===== src/design/mscs_pkg.sv =====
`timescale 1ns / 1ps
// Shared types and constants for the MIPS subset core.
package mscs_pkg;

  localparam int CMD_W      = 2;
  localparam int MADDR_W    = 13;
  localparam int RIDX_W     = 5;
  localparam int HW_W       = 16;
  localparam int WORD_W     = 32;
  localparam int PC_OUT_W   = 13;
  localparam int IN_TDATA_W = 40;
  localparam int OUT_TDATA_W = 48;
  localparam int OUT_PAD_W  = OUT_TDATA_W - WORD_W - PC_OUT_W - 1;

  localparam logic [CMD_W-1:0] CMD_WR_MEM = 2'd0;
  localparam logic [CMD_W-1:0] CMD_RD_MEM = 2'd1;
  localparam logic [CMD_W-1:0] CMD_RD_REG = 2'd2;
  localparam logic [CMD_W-1:0] CMD_EXEC   = 2'd3;

  localparam logic [5:0] OP_RTYPE = 6'd0;
  localparam logic [5:0] OP_J     = 6'd2;
  localparam logic [5:0] OP_BEQ   = 6'd4;
  localparam logic [5:0] OP_LW    = 6'd35;
  localparam logic [5:0] OP_SW    = 6'd43;
  localparam logic [5:0] FN_ADD   = 6'd32;
  localparam logic [5:0] FN_SUB   = 6'd34;

  typedef struct packed {
    logic              en;
    logic [RIDX_W-1:0] idx;
    logic [WORD_W-1:0] data;
  } rf_wr_t;

endpackage


===== src/design/mscs_regfile.sv =====
`timescale 1ns / 1ps
// 32 x 32 register file, two registered read ports, valid bits for reset-to-zero.
module mscs_regfile
  import mscs_pkg::*;
(
  input  logic              clk,
  input  logic              rst_n,
  input  logic [RIDX_W-1:0] ra_addr,
  input  logic [RIDX_W-1:0] rb_addr,
  output logic [WORD_W-1:0] ra_data,
  output logic [WORD_W-1:0] rb_data,
  input  rf_wr_t            wr
);

  localparam int NREG = 2**RIDX_W;

  logic [WORD_W-1:0] mem [NREG];
  logic [NREG-1:0]   vld_r;
  logic [NREG-1:0]   vld_nxt;
  logic [WORD_W-1:0] ra_raw_r;
  logic [WORD_W-1:0] rb_raw_r;
  logic              ra_vld_r;
  logic              rb_vld_r;
  logic              wr_ok;

  // register zero is never written, so it stays invalid and reads zero
  assign wr_ok = wr.en && (wr.idx != '0);

  always_comb begin
    vld_nxt = vld_r;
    if (wr_ok) begin
      vld_nxt[wr.idx] = 1'b1;
    end
  end

  always_ff @(posedge clk) begin
    if (!rst_n) begin
      vld_r <= '0;
    end else begin
      vld_r <= vld_nxt;
    end
  end

  always_ff @(posedge clk) begin
    if (wr_ok) begin
      mem[wr.idx] <= wr.data;
    end
    ra_raw_r <= mem[ra_addr];
    rb_raw_r <= mem[rb_addr];
    ra_vld_r <= vld_r[ra_addr];
    rb_vld_r <= vld_r[rb_addr];
  end

  assign ra_data = ra_vld_r ? ra_raw_r : '0;
  assign rb_data = rb_vld_r ? rb_raw_r : '0;

endmodule

===== config.mk =====
export PLATFORM = sky130hd
export DESIGN_NAME = mscs_regfile
export DESIGN_NICKNAME = d
export VERILOG_FILES = /design/src/design/mscs_pkg.sv /design/src/design/mscs_regfile.sv
export SDC_FILE = /design/constraint.sdc
export NUM_CORES = 1
export LEC_CHECK = 0
export ABC_AREA = 0
export BUFFER_PORTS_ARGS = -buffer_cell sky130_fd_sc_hd__buf_2
export CELL_PAD_IN_SITES_DETAIL_PLACEMENT = 1
export CELL_PAD_IN_SITES_GLOBAL_PLACEMENT = 1
export CORE_AREA = 8 8 310 372
export DETAILED_ROUTE_END_ITERATION = 8
export DIE_AREA = 0 0 318 380
export MAX_ROUTING_LAYER = met4
export PLACE_DENSITY_LB_ADDON = 0.1
export SLEW_MARGIN = 20
export SYNTH_ARGS = -nofsm -noshare
export SYNTH_HDL_FRONTEND = slang
export SYNTH_SLANG_ARGS = --single-unit

===== constraint.sdc =====
create_clock -name clk -period 2.2 [get_ports clk]
set_input_delay 0 -clock clk [delete_from_list [all_inputs] [get_ports clk]]
set_output_delay 0 -clock clk [all_outputs]
set_load 0.03 [all_outputs]

==> metrics.json, run 1 <==
{
  "finalNetCount": 3964,
  "power.combinational.fraction": 0.095,
  "port_buffers": 113,
  "post-place-ws_ns": 0.189,
  "yosys-top-cells-count": "sky130_fd_sc_hd__mux2i_1 (1,056), sky130_fd_sc_hd__edfxtp_1 (1,024), sky130_fd_sc_hd__nand2_1 (202), sky130_fd_sc_hd__nand3_1 (200)",
  "dpl_cell_area_um2": 56000,
  "p_seq_frac": 0.489,
  "timing.rr.start": "mem[3][18]$_DFFE_PP_",
  "synthAdderAreaFrac": 0,
  "cellLeakagePower_nw": 22.9,
  "unrepaired_setup_endpoints_after_global_routing": "false",
  "ant_nets": 0,
  "post_synth_instance_area_um2": 52100,
  "synth_seq_area_share": 0.628,
  "total_power_mw": 49.2,
  "reg2reg_setup_slack_ns": 0.62,
  "grt_first_pass_wirelength_um": 260000,
  "worst_slew_margin_rel": 0.500,
  "die_w_um": 318,
  "critical_path.n_buffers_inverters": 2,
  "yosys.area_share.xor_xnor": 0,
  "place.detailed.hpwl_um": 106000,
  "timing.critical_path.cells": "buf_12, and2_1, buf_2",
  "die_y_um": 380,
  "startpoint_type": "flop",
  "asyncSetResetFlopFracSynth": 0,
  "worst_path_dominant_cell_family": "flip-flops",
  "cts.htree.levels": 3,
  "crit_arrival_ns": 2.15,
  "timing.rr.end": "rb_raw_r[18]$_DFF_P_",
  "cell_type_of_the_slowest_stage_on_the_worst_timing_path": "sky130_fd_sc_hd__dfxtp_2",
  "holdCritPathClass": "primary input to flop",
  "route.vias.total": 35162,
  "synth_compound_gate_area_share": 0.0822,
  "fp.dieArea_um2": 121000,
  "syn_avg_cell_area_um2": 14.2,
  "power_density_nw_per_um2": 814,
  "drcViolationCount": 0,
  "area.growth.synth_to_final_pct": 16.0,
  "synth_cell_types": 29,
  "p_sw_frac": 0.238,
  "fin_worst_hold_slack_ns": 0.0844,
  "fin_worst_skew_ns": 0.0167,
  "initial_utilization": 0.478,
  "synth.yosys.warnings": 0,
  "grt_use_met2": 0.482,
  "cts-buffers-inserted": 115,
  "synth.top_cells.by_area": "sky130_fd_sc_hd__edfxtp_1 (59%), sky130_fd_sc_hd__mux2i_1 (20%), sky130_fd_sc_hd__dfxtp_1 (3.8%)",
  "cts_setup_buffers": 0,
  "timing_worst_setup_path_type": "flop to output port",
  "place.gp.congestion": 0.842,
  "numClockSinks": 1122,
  "clock-root-buffer": "sky130_fd_sc_hd__clkbuf_16",
  "clk_transition_reported_paths_ns": 0.06,
  "switching_power_of_the_nets_mw": 11.7,
  "run_status": "complete, no violations",
  "synthMuxAreaShare": 0.203,
  "wl_per_cell_um": 33.5,
  "maxSlewViolCount": 0,
  "overall_routing_resource_usage": 0.301,
  "simple_gate_fraction_of_synth_area": 0.0532,
  "std_cell_rows": 133,
  "antenna_found_initial": 11,
  "yosys_top_cell_area_share": 0.591,
  "worst_path_largest_cell_delay_ns": 0.77,
  "min_period_over_period": 0.976,
  "synthCells": 3667,
  "critPathRequiredTime_ns": 2.20,
  "ios": 114,
  "fp.coreArea_um2": 109000,
  "synth_area_leader_cell": "sky130_fd_sc_hd__edfxtp_1",
  "ff2ff_path_depth": 5,
  "tns_ns": 0,
  "worst_skew_pair.late_latency_ns": 0.72,
  "grt.busiest_layer": "met2",
  "grt_use_met3": 0.0404,
  "hold-path-cell-count": 6,
  "vdd_drop_max_mv": 0.619,
  "drt-initial-drc-count": 3328,
  "period_needed_ns": 2.15,
  "synth_enable_flop_cells": 1024,
  "synth-main-ff-cell": "sky130_fd_sc_hd__edfxtp_1",
  "min_to": "rb_raw_r[30]$_DFF_P_",
  "first_global_vias": 37210,
  "setup_viol": 0,
  "groute.layer.met1.usage": 0.388,
  "setup_slack_ns": 0.0532,
  "power.clock.fraction": 0.416,
  "layout.cell_area.non_filler_um2": 60400,
  "tritoncts": "yes",
  "finalWirelength_um": 182000,
  "maxCapViolations": 0,
  "hold_viol": 0,
  "achievable-frequency_mhz": 466,
  "largest_net_degree_at_the_start_of_global_routing": 50,
  "internal-power_mw": 37.5,
  "tightestPinTransition_ns": 0.750,
  "largest_family_of_logic_cells_by_synthesized_area": "multiplexers",
  "worstHoldStart": "rb_addr[3]",
  "globalRouteOverflowTotal": 0,
  "dr.pass1.iters": 5,
  "vias_per_cell": 6.46,
  "synth_most_common_cell": "sky130_fd_sc_hd__mux2i_1",
  "layout-drive-gt1-share": 0.139,
  "clock_path_buffers": 3,
  "worst-path-max-fanout": 19,
  "critPathCaptureType": "output port",
  "ys_ff_latch": 1122
}
worst register-to-register path, stage by stage, from the launching register on:
cell and delay [ns]:
sky130_fd_sc_hd__edfxtp_1 0.40, sky130_fd_sc_hd__mux2i_1 0.16, sky130_fd_sc_hd__a22o_1 0.18, sky130_fd_sc_hd__nor3_1 0.07, sky130_fd_sc_hd__a31oi_1 0.33, sky130_fd_sc_hd__nand3_1 0.26
what timing repair did:
action                                  CTS  global route
setup endpoints to repair                 1             0
gates resized for setup                   1             0
hold buffers                             43             0
endpoints found under the hold margin  1079             0
metal layers:
layer	vias to the layer above	part of all wire
li1	14828	-
met1	18426	0.42
met2	1469	0.48
met3	439	0.064
met4	0	0.041
met5	-	0
cells by family (layout without fill, tap and decap cells):
| kind of cell | Yosys count | count (layout) |
|---|---|---|
| and+or+nand+nor | 588 | 588 |
| other | 1 | 40 |
| DFF | 1122 | 1122 |
| muxes | 1056 | 1056 |
| buffers and inverters | 275 | 591 |
| AOI/OAI and AO/OA | 625 | 625 |
state kept, by name, indices dropped and copies added (netlist names):
| signal | count |
|---|---|
| mem | 1024 |
| ra_raw_r | 32 |
| ra_vld_r | 1 |
| rb_raw_r | 32 |
| rb_vld_r | 1 |
| vld_r | 32 |
power groups by stage:
stage	Combinational [mW]	Clock, mW	Sequential [mW]
after floorplan	2.72	0	24.3
after global placement	4.44	0	24.5
after detailed placement	4.55	0	24.5
after CTS	4.65	20.8	24.0
after global routing	4.90	21.4	24.1
final	4.69	20.4	24.1
cell type report:
type | count | area (um^2)
Fill cell | 10285 | 48600
Sequential cell | 1122 | 32700
Multi-Input combinational cell | 2301 | 18000
Timing Repair Buffer | 374 | 3900
Clock buffer | 153 | 3170
Tap cell | 1417 | 1770
Clock inverter | 64 | 759
Antenna cell | 8 | 20.0
cell usage in the layout (no fill, tap or decap), types with 4 or more instances in the layout:
cell type and n:
sky130_fd_sc_hd__o21a_1 31, sky130_fd_sc_hd__mux2i_1 1056, sky130_fd_sc_hd__nand2b_2 4, sky130_fd_sc_hd__conb_1 32
sky130_fd_sc_hd__dlygate4sd3_1 43, sky130_fd_sc_hd__buf_4 118, sky130_fd_sc_hd__nand3b_1 5, sky130_fd_sc_hd__clkinv_1 12
sky130_fd_sc_hd__nand3_1 200, sky130_fd_sc_hd__a22oi_1 198, sky130_fd_sc_hd__clkbuf_16 119, sky130_fd_sc_hd__dfxtp_1 96
sky130_fd_sc_hd__nor3_1 66, sky130_fd_sc_hd__clkinvlp_4 7, sky130_fd_sc_hd__nor2_4 33, sky130_fd_sc_hd__a22o_1 132
sky130_fd_sc_hd__a31oi_1 66, sky130_fd_sc_hd__bufinv_16 17, sky130_fd_sc_hd__edfxtp_1 1024, sky130_fd_sc_hd__buf_2 111
sky130_fd_sc_hd__buf_12 100, sky130_fd_sc_hd__diode_2 8, sky130_fd_sc_hd__clkinv_2 25, sky130_fd_sc_hd__clkbuf_8 6
sky130_fd_sc_hd__nor2b_4 4, sky130_fd_sc_hd__a21oi_1 198, sky130_fd_sc_hd__clkbuf_1 28, sky130_fd_sc_hd__nand2_1 200
sky130_fd_sc_hd__and2_1 65
worst max path at each step:
stage,from,to,slack (ns),cells after the start
2_1_floorplan,wr[34],mem[18][0]$_DFFE_PP_,-0.14,2
3_3_place_gp,wr[33],mem[20][10]$_DFFE_PP_,0.14,6
5_1_grt,rb_vld_r$_DFF_P_,rb_data[9],0.07,3
4_1_cts,rb_vld_r$_DFF_P_,rb_data[9],0.02,3
3_5_place_dp,wr[33],mem[20][10]$_DFFE_PP_,0.19,6
6_report,rb_vld_r$_DFF_P_,rb_data[9],0.05,3
through the flow:
stage | util | cells
floorplan | - | 3698
global route | 0.554 | 5435
detailed placement | 0.514 | 5171
global placement | 0.514 | 5171
CTS | 0.554 | 5431
finish | 0.554 | 5439
No activity file was read; power rests on OpenSTA's default activity.
==> run 2: changes to the inputs <==
--- a/config.mk
+++ b/config.mk
@@ -9,9 +9,9 @@
 export BUFFER_PORTS_ARGS = -buffer_cell sky130_fd_sc_hd__buf_2
 export CELL_PAD_IN_SITES_DETAIL_PLACEMENT = 1
 export CELL_PAD_IN_SITES_GLOBAL_PLACEMENT = 1
-export CORE_AREA = 8 8 310 372
+export CORE_AREA = 8 8 304 365
 export DETAILED_ROUTE_END_ITERATION = 8
-export DIE_AREA = 0 0 318 380
+export DIE_AREA = 0 0 312 373
 export MAX_ROUTING_LAYER = met4
 export PLACE_DENSITY_LB_ADDON = 0.1
 export SLEW_MARGIN = 20
==> constraint.sdc (replaced) <==
create_clock -name clk -period 2.52 [get_ports clk]
set_input_delay 0 -clock clk [delete_from_list [all_inputs] [get_ports clk]]
set_output_delay 0 -clock clk [all_outputs]
set_load 0.03 [all_outputs]
==> run 2 against run 1 <==
Clock skew increased by 0.0057 ns. Final cell count shrank 0.99%. Register-to-register slack improved by 0.03 ns. First-iteration DRC count fell by 1.7%. Power down 14%. Utilization rose by 1.3 points. Worst setup slack gained 0.21 ns. Hold slack lost 0.030 ns. Critical path depth unchanged. Clock power decreased by 14%. Largest power group unchanged. Highest routed layer unchanged.
==> metrics.json, run 2 (same netlist as run 1, synthesis figures left out) <==
{
  "drcViolationCount": 0,
  "std_cell_rows": 131,
  "vias_per_cell": 6.45,
  "power.clock.fraction": 0.413,
  "first_global_vias": 37170,
  "startpoint_type": "flop",
  "switching_power_of_the_nets_mw": 10.2,
  "globalRouteOverflowTotal": 0,
  "critPathRequiredTime_ns": 2.52,
  "fp.dieArea_um2": 116000,
  "ant_nets": 0,
  "internal-power_mw": 32.4,
  "clock-root-buffer": "sky130_fd_sc_hd__clkbuf_16",
  "numClockSinks": 1122,
  "worst_slew_margin_rel": 0.354,
  "area.growth.synth_to_final_pct": 14.7,
  "tns_ns": 0,
  "finalWirelength_um": 177000,
  "holdCritPathClass": "primary input to flop",
  "fin_worst_hold_slack_ns": 0.0544,
  "fp.coreArea_um2": 105000,
  "maxCapViolations": 0,
  "dr.pass1.iters": 7,
  "timing.critical_path.cells": "buf_4, and2_1, buf_2",
  "worst-path-max-fanout": 12,
  "initial_utilization": 0.495,
  "cts-buffers-inserted": 114,
  "largest_net_degree_at_the_start_of_global_routing": 71,
  "worst_path_dominant_cell_family": "flip-flops",
  "clock_path_buffers": 3,
  "post-place-ws_ns": 0.606,
  "top_register": "mem",
  "grt_first_pass_wirelength_um": 255000,
  "tritoncts": "yes",
  "timing_worst_setup_path_type": "flop to output port",
  "worstHoldStart": "wr[34]",
  "cell_type_of_the_slowest_stage_on_the_worst_timing_path": "sky130_fd_sc_hd__dfxtp_2",
  "overall_routing_resource_usage": 0.303,
  "p_sw_frac": 0.239,
  "crit_path_start": "ra_vld_r$_DFF_P_",
  "power.combinational.fraction": 0.093,
  "worst_path_largest_cell_delay_ns": 0.71,
  "flip_flop_count_of_the_largest_register_all_copies_and_words_added": 1024,
  "setup_viol": 0,
  "unrepaired_setup_endpoints_after_global_routing": "false",
  "reg2reg_setup_slack_ns": 0.65,
  "wl_per_cell_um": 32.9,
  "cts.htree.levels": 3,
  "cts_setup_buffers": 0,
  "achievable-frequency_mhz": 443,
  "port_buffers": 113,
  "layout-drive-gt1-share": 0.134,
  "place.detailed.hpwl_um": 104000,
  "clk_transition_reported_paths_ns": 0.06,
  "p_seq_frac": 0.494,
  "tightestPinTransition_ns": 0.970,
  "worst_skew_pair.late_latency_ns": 0.71,
  "run_status": "complete, no violations",
  "drt-initial-drc-count": 3270,
  "timing.rr.start": "vld_r[3]$_SDFFE_PN0P_",
  "most_common_library_cell_in_the_layout_ignoring_fill_and_taps": "sky130_fd_sc_hd__mux2i_1",
  "period_needed_ns": 2.26,
  "fill_cells": 9946,
  "finalNetCount": 3931,
  "maxSlewViolCount": 0,
  "critical_path.n_buffers_inverters": 2,
  "die_y_um": 373,
  "hold_viol": 0,
  "vdd_drop_max_mv": 0.607,
  "antenna_found_initial": 9,
  "cts.hold.buffers_added": 43,
  "power_density_nw_per_um2": 712,
  "critPathCaptureType": "output port",
  "fin_worst_skew_ns": 0.0224,
  "ios": 114,
  "cts-resized-gates": 0,
  "die_w_um": 312,
  "crit_arrival_ns": 2.26,
  "mostFrequentLayoutCells": "sky130_fd_sc_hd__mux2i_1 (1,056), sky130_fd_sc_hd__edfxtp_1 (1,024), sky130_fd_sc_hd__nand2_1 (200), sky130_fd_sc_hd__nand3_1 (200)",
  "place.gp.congestion": 0.848,
  "setup_slack_ns": 0.263,
  "min_period_over_period": 0.896,
  "route.vias.total": 34727,
  "cellLeakagePower_nw": 22.6
}
[run 2: cell types whose count changed in the layout (fill, tap and decap cells not counted), sizes merged]
cell	change
buf	-32
inv	+5
clkinvlp	-4
bufinv	-3
clkbuf	+2
diode	-1
[run 2: through the flow]
step	instances	util	instance area (um^2)	power, mW
after floorplan	3698	-	52200	23.6
after global placement	5118	0.526	55400	25.1
after detailed placement	5118	0.526	55400	25.3
after CTS	5378	0.567	59700	42.7
after global routing	5385	0.567	59700	43.6
final	5385	0.567	59700	42.5
[run 2: power groups by stage]
stage	sequential, mW	clock (mW)	combinational, mW
after floorplan	21.2	0	2.37
after global placement	21.4	0	3.76
after detailed placement	21.4	0	3.87
after CTS	21.0	17.7	3.95
after global routing	21.0	18.4	4.17
final	21.0	17.5	3.97
[run 2: final cells by class]
cell class	count	area, um^2	area share
Timing Repair Buffer	342	3310	0.0555
Multi-Input combinational cell	2301	18000	0.302
Tap cell	1396	1750	0.0293
Sequential cell	1122	32700	0.548
Antenna cell	7	17.5	0.000293
Clock buffer	155	3190	0.0534
Clock inverter	62	687	0.0115
[run 2: final timing paths]
kind                                 to  cells after the start
setup / recovery            ra_data[21]                      3
hold / removal    mem[18][20]$_DFFE_PP_                      3
setup reg to reg       rb_vld_r$_DFF_P_                      6
hold reg to reg   vld_r[1]$_SDFFE_PN0P_                      1
[run 2: worst min-delay path: stages]
cell and delay [ns]:
sky130_fd_sc_hd__buf_2 0.15, sky130_fd_sc_hd__or3b_2 0.28, sky130_fd_sc_hd__nor2_4 0.13
[run 2: layer usage]
layer | vias to the layer above | global-route usage | share of wire
met5 | - | - | 0
met3 | 352 | 0.0412 | 0.069
met2 | 1489 | 0.483 | 0.48
met1 | 18149 | 0.393 | 0.41
li1 | 14737 | - | -
met4 | 0 | 0.123 | 0.040
